File: config.mk
export PLATFORM = sky130hd
export DESIGN_NAME = emt_ram
export DESIGN_NICKNAME = d
export VERILOG_FILES = /design/src/rtl/core/emt_ram.sv
export SDC_FILE = /design/constraint.sdc
export NUM_CORES = 1
export LEC_CHECK = 0
export ABC_CLOCK_PERIOD_IN_PS = 2600
export BUFFER_PORTS_ARGS = -buffer_cell sky130_fd_sc_hd__buf_2
export CORE_MARGIN = 3
export CORE_UTILIZATION = 55
export DETAILED_ROUTE_END_ITERATION = 10
export PLACE_DENSITY = 0.74
export SYNTH_ARGS = -nofsm -noshare
export SYNTH_HDL_FRONTEND = slang
export SYNTH_SLANG_ARGS = --single-unit
File: constraint.sdc
create_clock -name clk -period 2.6 [get_ports clk]
set_clock_uncertainty 0.2 [all_clocks]
set_input_delay 0.52 -clock clk [delete_from_list [all_inputs] [get_ports clk]]
set_output_delay 0.52 -clock clk [all_outputs]
set_load 0.05 [all_outputs]
File: src/rtl/core/emt_ram.sv
module emt_ram #(
	parameter int unsigned WIDTH = 8,
	parameter int unsigned DEPTH = 64
) (
	input  logic                     clk,
	input  logic                     we,
	input  logic [$clog2(DEPTH)-1:0] addr,
	input  logic [WIDTH-1:0]         wdata,
	output logic [WIDTH-1:0]         rdata
);

	logic [WIDTH-1:0] mem [DEPTH];
	logic [WIDTH-1:0] rdata_q;

	always_ff @(posedge clk) begin
		if (we) begin
			mem[addr] <= wdata;
		end
		rdata_q <= mem[addr];
	end

	assign rdata = rdata_q;

endmodule

==> impl_results.md <==
- Syn-to-layout area delta: 20.44%
- Post-route cell area: 24630 µm²
- Clock Latency Late Sink: 0.58 ns
- Layout cells sized above 1: 27.79%
- Critical path's slowest cell: nor2b_1
- DRC viols: 0
- Clock tree from TritonCTS: done
- FF/Latch Area: 15530 µm²
- DP Area: 23040 µm²
- Power, Total: 17.53 mW
- Post-Route WL: 51.21 mm
- Multi-input logic area: 4637 µm²
- Via count: 12140
- I/O pin cnt: 24
- CTS-repair resized insts: 0
- Cts hold-fix bufs: 0
- Min Tclk post-route: 2.449 ns
- Routed len/inst: 27.15 µm
- Worst path cell trace: buf_4 -> buf_12 -> nor2b_1 -> a22oi_1 -> and3_1 -> o311ai_0 -> buf_4 -> or4_1
- Total Nets Final: 1406
- Max-cap violations: 0
- Post-synthesis sequential area ratio: 75.97%
- Dpl cells: 1799
- Seq cells post-synth: 520
- Cell Area, Synth: 20450 µm²
- Largest net degree at the start of global routing: 65
- Synth Area in XOR/XNOR: 0%
- Adder-cell share of the synthesized area: 0%
- CTS Sinks: 520
- Root Buffer: clkbuf_16
- R2r worst-path depth: 6
- Routed vias/inst: 6.435
- Status: complete, no violations
- Ys async rst share: 0%
- DRT Pass-1 Iters: 5
- Crit. End Element: flip-flop
- Main synth FF type: edfxtp_1
- Tightest Pin Transition: 0.8621 ns
- Leakage power: 8.335 nW
- DR iter-0 viols: 1379
- Startpoint types: input pin
- Reg clk slew, reported paths: 0.06 ns
- Fin. Hold Viols: 0
- Final non-filler cell total: 1886
- Fmax: 408.3 MHz
- Yosys warnings: 0
- Setup Fix Bufs, Post-CTS: 0
- Cell Rows: 69
- Rel. slew slack: 42.53%
- Post-synthesis mux area share: 8.260%
- RSZ-0062 raised after global routing: false
- Max H-tree Level: 2
- I/O Buffers: 23
- Slowest stage delay, CP: 0.67 ns
- Fill count: 2273
- Crit path DAT: 2.77 ns
- Maximum vdd drop: 0.0005480 V
- Die W: 198.8 µm
- Worst hold path type: in -> reg
- Post-DP HPWL: 33.89 mm
- Initial Util: 56.67%
- Req. time, crit path: 2.93 ns
- Syn nets: 1187
- Cell mode on critical path: buf_4
- Post-Route Utilization: 68.25%
- Die area: 39530 µm²
- Post-Syn Instances: 1171
- Syn Area/Cell: 17.46 µm²
- Setup violators final: 0
- First-pass GRT wire length: 76.43 mm
- Yosys cell types: 56
- Hold depth: 1
- Post-synthesis compound-gate area fraction: 8.076%
- CP Class: in -> reg
- Vias in the first global route: 12090
- Tcrit/Tclk final: 94.21%
- Initial antenna violation count: 0
- CP Max Fanout: 23
- PwrDens: 711.6 nW/µm²
- DIE HEIGHT: 198.8 µm
- GRT Overall Usage: 26.37%
- Placer Congestion: 0.9347
- Slew Limit Fails: 0
- Global route overflow: 0
- Diode count: 0
- Max Buffers Root-to-Sink: 3
- Largest family of logic cells by synthesized area: multiplexers
- Simple-gate area share of the yosys netlist: 5.715%
- Core Region: 36090 µm²
- Post-synth EDFFs: 512
- Cts bufs inserted: 50
- Antenna viol nets, final: 0
[final cells by class]
type / instances / share of cell area (%)
clock buffer: 72 / 5.878
clock inverter: 15 / 0.5842
inverter: 3 / 0.04572
multi-input combinational: 567 / 18.83
sequential: 520 / 63.07
tap: 461 / 2.342
timing repair buffer: 248 / 9.251
[critical path, delay by kind of cell]
family	cells	cell delay, ns
AOI/OAI and AO/OA	2	0.64
buffers and inverters	3	0.61
and+or+nand+nor	3	0.99
[final timing paths]
check	start	endpoint	slack (ns)
max	addr[1]	rdata[3]$_DFF_P_	0.15
min	wdata[2]	mem[20][2]$_DFFE_PP_	0.08
max reg2reg	mem[54][3]$_DFFE_PP_	rdata[3]$_DFF_P_	0.27
min reg2reg	mem[34][3]$_DFFE_PP_	rdata[3]$_DFF_P_	0.56
[registers in the layout, summed over array words and instances (netlist names)]
name	flops
mem	512
rdata	8
[synth_stat cells (10+ instances only)]
cell type  number  share of area (%)
nor2_1         82                1.5
edfxtp_1      512                 75
a22o_1         10               0.43
o22ai_1        22               0.67
a21oi_1        28               0.69
o22a_1         11               0.47
nand2b_1       24               0.73
nand3b_1       12               0.44
mux4_2         41                4.5
a221o_1        11               0.54
nand2_1        45               0.83
a31oi_1        15               0.46
a22oi_1        40                1.5
clkbuf_1       36               0.66
a221oi_1       21               0.90
mux2i_1        63                3.1
buf_2          30               0.73
[placed cells by master (no fill, tap or decap), types with 5 or more instances in the layout]
cell type and count:
edfxtp_1 512, buf_4 190, mux2i_1 63, nor2_1 58, clkbuf_16 53, nand2_1 44, mux4_2 41, a22oi_1 40
buf_12 37, a21oi_1 28, nand2b_1 24, o22ai_1 22, a221oi_1 21, buf_2 20, a31oi_1 15, nor2_2 14
clkbuf_1 14, nand3b_1 12, o22a_1 11, a221o_1 11, a22o_1 10, nor2_4 10, o21ai_0 9, and2_1 9
and3_1 9, o221ai_1 9, dfxtp_1 8, nor2b_1 7, o2bb2ai_1 7, a32oi_1 7, nand3_1 7, mux2_1 7
clkinv_1 7, a211oi_1 6, and4_1 6, or3b_2 5, mux2_2 5, o31ai_1 5, clkbuf_8 5
[where the power goes]
| group | internal, mW | switching (mW) |
|---|---|---|
| clock network | 4.13 | 2.89 |
| registers | 9.28 | 0.0255 |
| logic | 0.463 | 0.736 |
| total | 13.9 | 3.65 |
[metrics by stage]
| step | hold slack [ns] | TNS [ns] | setup slack, ns |
|---|---|---|---|
| 3_3_place_gp | 0.5455 | -4.861 | -0.3605 |
| 5_1_grt | 0.08284 | 0 | 0.1273 |
| 3_5_place_dp | 0.5223 | -12.50 | -0.3777 |
| 2_1_floorplan | 0.3627 | -25.27 | -0.1265 |
| 4_1_cts | 0.05429 | 0 | 0.2206 |
| 6_report | 0.07617 | 0 | 0.1507 |
[kinds of logic after synthesis]
| family | Yosys count |
|---|---|
| and+or+nand+nor | 229 |
| AOI/OAI and AO/OA | 222 |
| buffers and inverters | 84 |
| DFF | 520 |
| muxes | 116 |
[routing by layer]
metal	vias up	share of wire, %	track usage (%)
met2	766	47	41.57
met3	121	11	6.318
met1	6049	39	37.17
met5	-	0	0
met4	0	3.2	8.173
li1	5200	-	-
(Power assumes the default switching activity.)
