File: src/rtl/core/emt_pkg.sv
package emt_pkg;

	// fixed field widths
	localparam int unsigned IDX_W   = 6;
	localparam int unsigned IDX_N   = 1 << IDX_W;
	localparam int unsigned COUNT_W = 32;
	localparam int unsigned TIME_W  = 64;
	localparam int unsigned HALF_W  = TIME_W / 2;

	// smoothing: new = (127 * old + x + 64) >>> 7
	localparam int unsigned SMOOTH_SHIFT = 7;
	localparam logic [TIME_W-1:0] SMOOTH_ROUND = TIME_W'(1) << (SMOOTH_SHIFT - 1);

	localparam logic REQ_TIMED = 1'b0;
	localparam logic REQ_COUNT = 1'b1;

	localparam logic KIND_COUNTED = 1'b1;

	typedef struct packed {
		logic [COUNT_W-1:0] count;
		logic [TIME_W-1:0]  total;
		logic [TIME_W-1:0]  mean;
		logic [TIME_W-1:0]  variance;
		logic [TIME_W-1:0]  third;
		logic               kind;
	} emt_entry_t;

	// control of the shared multiply-accumulate unit
	typedef struct packed {
		logic issue;   // start a 32x32 product this cycle
		logic clear;   // product replaces the accumulator
		logic high;    // product lands in the upper half
	} emt_mul_op_t;

	typedef enum logic [3:0] {
		ST_CLEAR,
		ST_IDLE,
		ST_FETCH,
		ST_MEAN,
		ST_DIFF,
		ST_SQ0,
		ST_SQ1,
		ST_SQ2,
		ST_SQW,
		ST_VAR,
		ST_CU1,
		ST_CU2,
		ST_CUW,
		ST_THIRD,
		ST_WRITE
	} emt_state_t;

endpackage

File: src/rtl/core/emt_mul.sv
module emt_mul (
	input  logic                        clk,
	input  logic                        arst_n,
	input  emt_pkg::emt_mul_op_t        op,
	input  logic [emt_pkg::HALF_W-1:0]  a,
	input  logic [emt_pkg::HALF_W-1:0]  b,
	output logic [emt_pkg::TIME_W-1:0]  acc
);

	logic [emt_pkg::TIME_W-1:0] prod;
	logic [emt_pkg::TIME_W-1:0] prod_s1;
	emt_pkg::emt_mul_op_t       op_s1;
	logic [emt_pkg::TIME_W-1:0] addend;
	logic [emt_pkg::TIME_W-1:0] acc_q;

	assign prod = emt_pkg::TIME_W'(a) * emt_pkg::TIME_W'(b);

	always_ff @(posedge clk) begin
		if (op.issue) begin
			prod_s1 <= prod;
		end
	end

	always_ff @(posedge clk or negedge arst_n) begin
		if (!arst_n) begin
			op_s1 <= '0;
		end else begin
			op_s1 <= op;
		end
	end

	// cross terms only matter in their low half, mod 2^64
	assign addend = op_s1.high ? {prod_s1[emt_pkg::HALF_W-1:0], {emt_pkg::HALF_W{1'b0}}}
	                           : prod_s1;

	always_ff @(posedge clk) begin
		if (op_s1.issue) begin
			acc_q <= (op_s1.clear ? '0 : acc_q) + addend;
		end
	end

	assign acc = acc_q;

endmodule

File: config.mk
export PLATFORM = sky130hd
export DESIGN_NAME = emt_mul
export DESIGN_NICKNAME = d
export VERILOG_FILES = /design/src/rtl/core/emt_pkg.sv /design/src/rtl/core/emt_mul.sv
export SDC_FILE = /design/constraint.sdc
export NUM_CORES = 2
export LEC_CHECK = 0
export ABC_AREA = 0
export BUFFER_PORTS_ARGS = -buffer_cell sky130_fd_sc_hd__buf_4
export CAP_MARGIN = 20
export CORE_ASPECT_RATIO = 2
export CORE_MARGIN = 3
export CORE_UTILIZATION = 60
export CTS_BUF_LIST = sky130_fd_sc_hd__clkbuf_4 sky130_fd_sc_hd__clkbuf_8
export DETAILED_ROUTE_END_ITERATION = 8
export PLACE_DENSITY = 0.77
export SLEW_MARGIN = 40
export SYNTH_ARGS = -nofsm -noshare
export SYNTH_HDL_FRONTEND = slang
export SYNTH_SLANG_ARGS = --single-unit
File: constraint.sdc
create_clock -name clk -period 4.9 [get_ports clk]
set_input_delay 0.98 -clock clk [delete_from_list [all_inputs] [get_ports clk]]
set_output_delay 0.98 -clock clk [all_outputs]
set_load 0.1 [all_outputs]
==> impl_metrics.ini <==
[sta]
tightest_slew_ps = 829
holdWs_ps = 234
finalCritPeriodShare = 1.52
clock_skew_ps = 27.5
setup_slack_ps = -2530
slew_viol_final = 0
setup_viol = 56
rsz0062_at_grt = true
fmax_mhz = 135
final_hold_viol_count = 0
slew-limit-headroom = 0.442
finalSetupTns_ps = -115830
fin_crit_ps = 7430

[final_layout]
layout-drive-gt1-share = 0.232
fillers = 4602
fin_area_sq_mm = 0.0522
layout.nets = 6394
final_cell_mix = inv_1 (880), fa_1 (831), and2_1 (561), buf_4 (501), nand2_1 (488)
syn_to_final_growth_pct = 22.5
final_common_cell = inv_1

[clocking]
tritoncts = done
clockRootBuffer = clkbuf_8
cts_hold_buffers = 0
clock-sinks = 131
clk_pin_slew_worst_paths_ps = 80
clock_path_buffers = 3
cts_buffers = 25
cts_max_level = 4
clk_latency_ps = 540

[setup_path]
crit_path_max_incr_delay_ps = 840
crit_top_cell = fa_1
cp-start-kind = input port
cp_slowest_cell = fa_1
cp-end-kind = flop
critPathMaxFanout = 8
cp.required_ps = 5190
critPathKind = in2reg
critPathArrivalTime_ps = 7710

[placed_design]
place_area_sq_mm = 0.0481
place.port_buffers = 132
dp_hpwl_um = 108000
globalplace.congestion = 1.02

[grt]
met1_usage = 0.347
antenna_found_initial = 4
grt_overflow = 0
grt_max_degree = 66
grt_pass1_vias = 39200
groute.layer.met3.usage = 0.0481
grt_pass1_wl_um = 207000
grt_use_met2 = 0.674
grt_usage = 0.360
top_usage_layer = met2

[floorplanning]
die_x_um = 194
num_rows = 137
io_pins = 133
start_util = 0.608
core_sq_mm = 0.0701
dieArea_sq_mm = 0.0745
dieHeight_um = 383

[synthesis]
yosysTopAreaCell = fa_1
synth_area_leaders = fa_1 (42%), ha_1 (9.6%), and2_1 (9.3%), edfxtp_1 (9.0%), inv_1 (8.2%)
synth_seq_cells = 131
syn_inst = 4654
ys_seq_area_frac = 0.0919
yosysWarnings = 0
synthArstFlopShare = 0.0229
syn-cell-area_sq_mm = 0.0426
synthFlopType = edfxtp_1
synth_edf_count = 128
synth_top_area_share = 0.421
synth.avg_cell_area_sq_um = 9.16
synth_fp_nets = 5946
ys_types = 74

[detailed_routing]
final_antenna_net_count = 0
vias = 35700
totalWireLength_um = 140000
vias_per_cell = 5.93
route.detailed.drc = 0
drt_first_pass_iters = 6
wl_per_cell_um = 23.2
drt_iter0_markers = 2261

[flow_run]
max-cap-violations = 0

[worst_hold_path]
hold_path_class = in2async

[run_status]
violations = negative setup slack
status = complete, but fails checks
worst paths after layout:
path / from / end / slack (ps) / cells past startpoint
min reg2reg: acc[0] / acc[0] / 730 / 2
min in group clk: op[1] / op_s1[1] / 570 / 1
max: a[8] / prod_s1[41] / -2530 / 29
max reg2reg: op_s1[0] / acc[61] / 440 / 13
min: arst_n / op_s1[2] / 230 / 1
max in group asynchronous: arst_n / op_s1[0] / 4550 / 1
cell usage after synthesis, drive strengths merged, types with 4 or more instances:
| cell | number |
|---|---|
| nand2b | 15 |
| o21a | 14 |
| xnor2 | 81 |
| nor2b | 103 |
| and3 | 14 |
| edfxtp | 128 |
| inv | 932 |
| mux2 | 31 |
| mux2i | 4 |
| o221ai | 4 |
| a2111oi | 9 |
| and2 | 634 |
| a21boi | 5 |
| a21oi | 165 |
| a31o | 4 |
| nor3 | 26 |
| fa | 897 |
| clkbuf | 248 |
| nor2 | 92 |
| o21bai | 25 |
| nand4 | 23 |
| nand2 | 520 |
| and4 | 6 |
| a311oi | 6 |
| nor4 | 7 |
| o211a | 5 |
| nand3 | 34 |
| xor2 | 35 |
| o31ai | 11 |
| ha | 326 |
| a211oi | 13 |
| a221oi | 5 |
| a21o | 69 |
| buf | 8 |
| o211ai | 12 |
| a41oi | 4 |
| o21ai | 85 |
| a31oi | 13 |
worst max-delay path, delay by kind of cell:
kind | cells | cell delay, ps
buffers and inverters | 10 | 1050
adders and majority gates | 9 | 4100
AOI/OAI and AO/OA | 7 | 1160
and+or+nand+nor | 2 | 230
xor gates and xnor gates | 1 | 140
state kept, by name (all words and copies together), names as in the netlist:
signal	cells
acc	64
prod_s1	64
op_s1	3
layout make-up:
class,count,area [sq um],share of cell area
multi-input combinational,3335,36500,0.699
timing repair buffer,677,6730,0.129
sequential,131,3920,0.0751
inverter,932,3500,0.0670
tap,903,1130,0.0216
clock buffer,26,352,0.00673
clock inverter,7,60.1,0.00115
antenna,3,7.51,0.000144
through the flow:
stage,std cells,utilization,worst slack [ps]
final,6014,0.745,-2530
after global routing,6012,0.745,-2600
after CTS,5974,0.725,-2210
after detailed placement,5889,0.686,-3240
after global placement,5889,0.686,-3400
after floorplan,4654,-,-2500
metal layers:
metal / part of all wire / vias up
met5: 0.000093 / -
met4: 0.12 / 2
met3: 0.066 / 958
met2: 0.52 / 1921
met1: 0.30 / 17700
li1: - / 15100
what timing repair did:
item	in CTS	in global routing
pin swaps	203	160
gates resized for setup	400	237
setup buffers	46	40
endpoints found under the setup margin	56	56
gates cloned	10	4
cell families (layout without fill, tap and decap cells):
| group | after synthesis | count (layout) | synth area share |
|---|---|---|---|
| AO/OA/AOI/OAI | 472 | 472 | 0.0717 |
| adder cells (fa/ha/maj) | 1223 | 1223 | 0.517 |
| buffers and inverters | 1188 | 1642 | 0.105 |
| AND/OR/NAND/NOR | 1489 | 1489 | 0.182 |
| multiplexers | 35 | 35 | 0.00913 |
| XOR/XNOR | 116 | 116 | 0.0238 |
| flip-flops | 131 | 131 | 0.0919 |
| other | 0 | 3 | 0 |
Power is left out: the tool's default activity adds up to more than one toggle a clock period on the data nets, which glitch-free logic cannot reach.
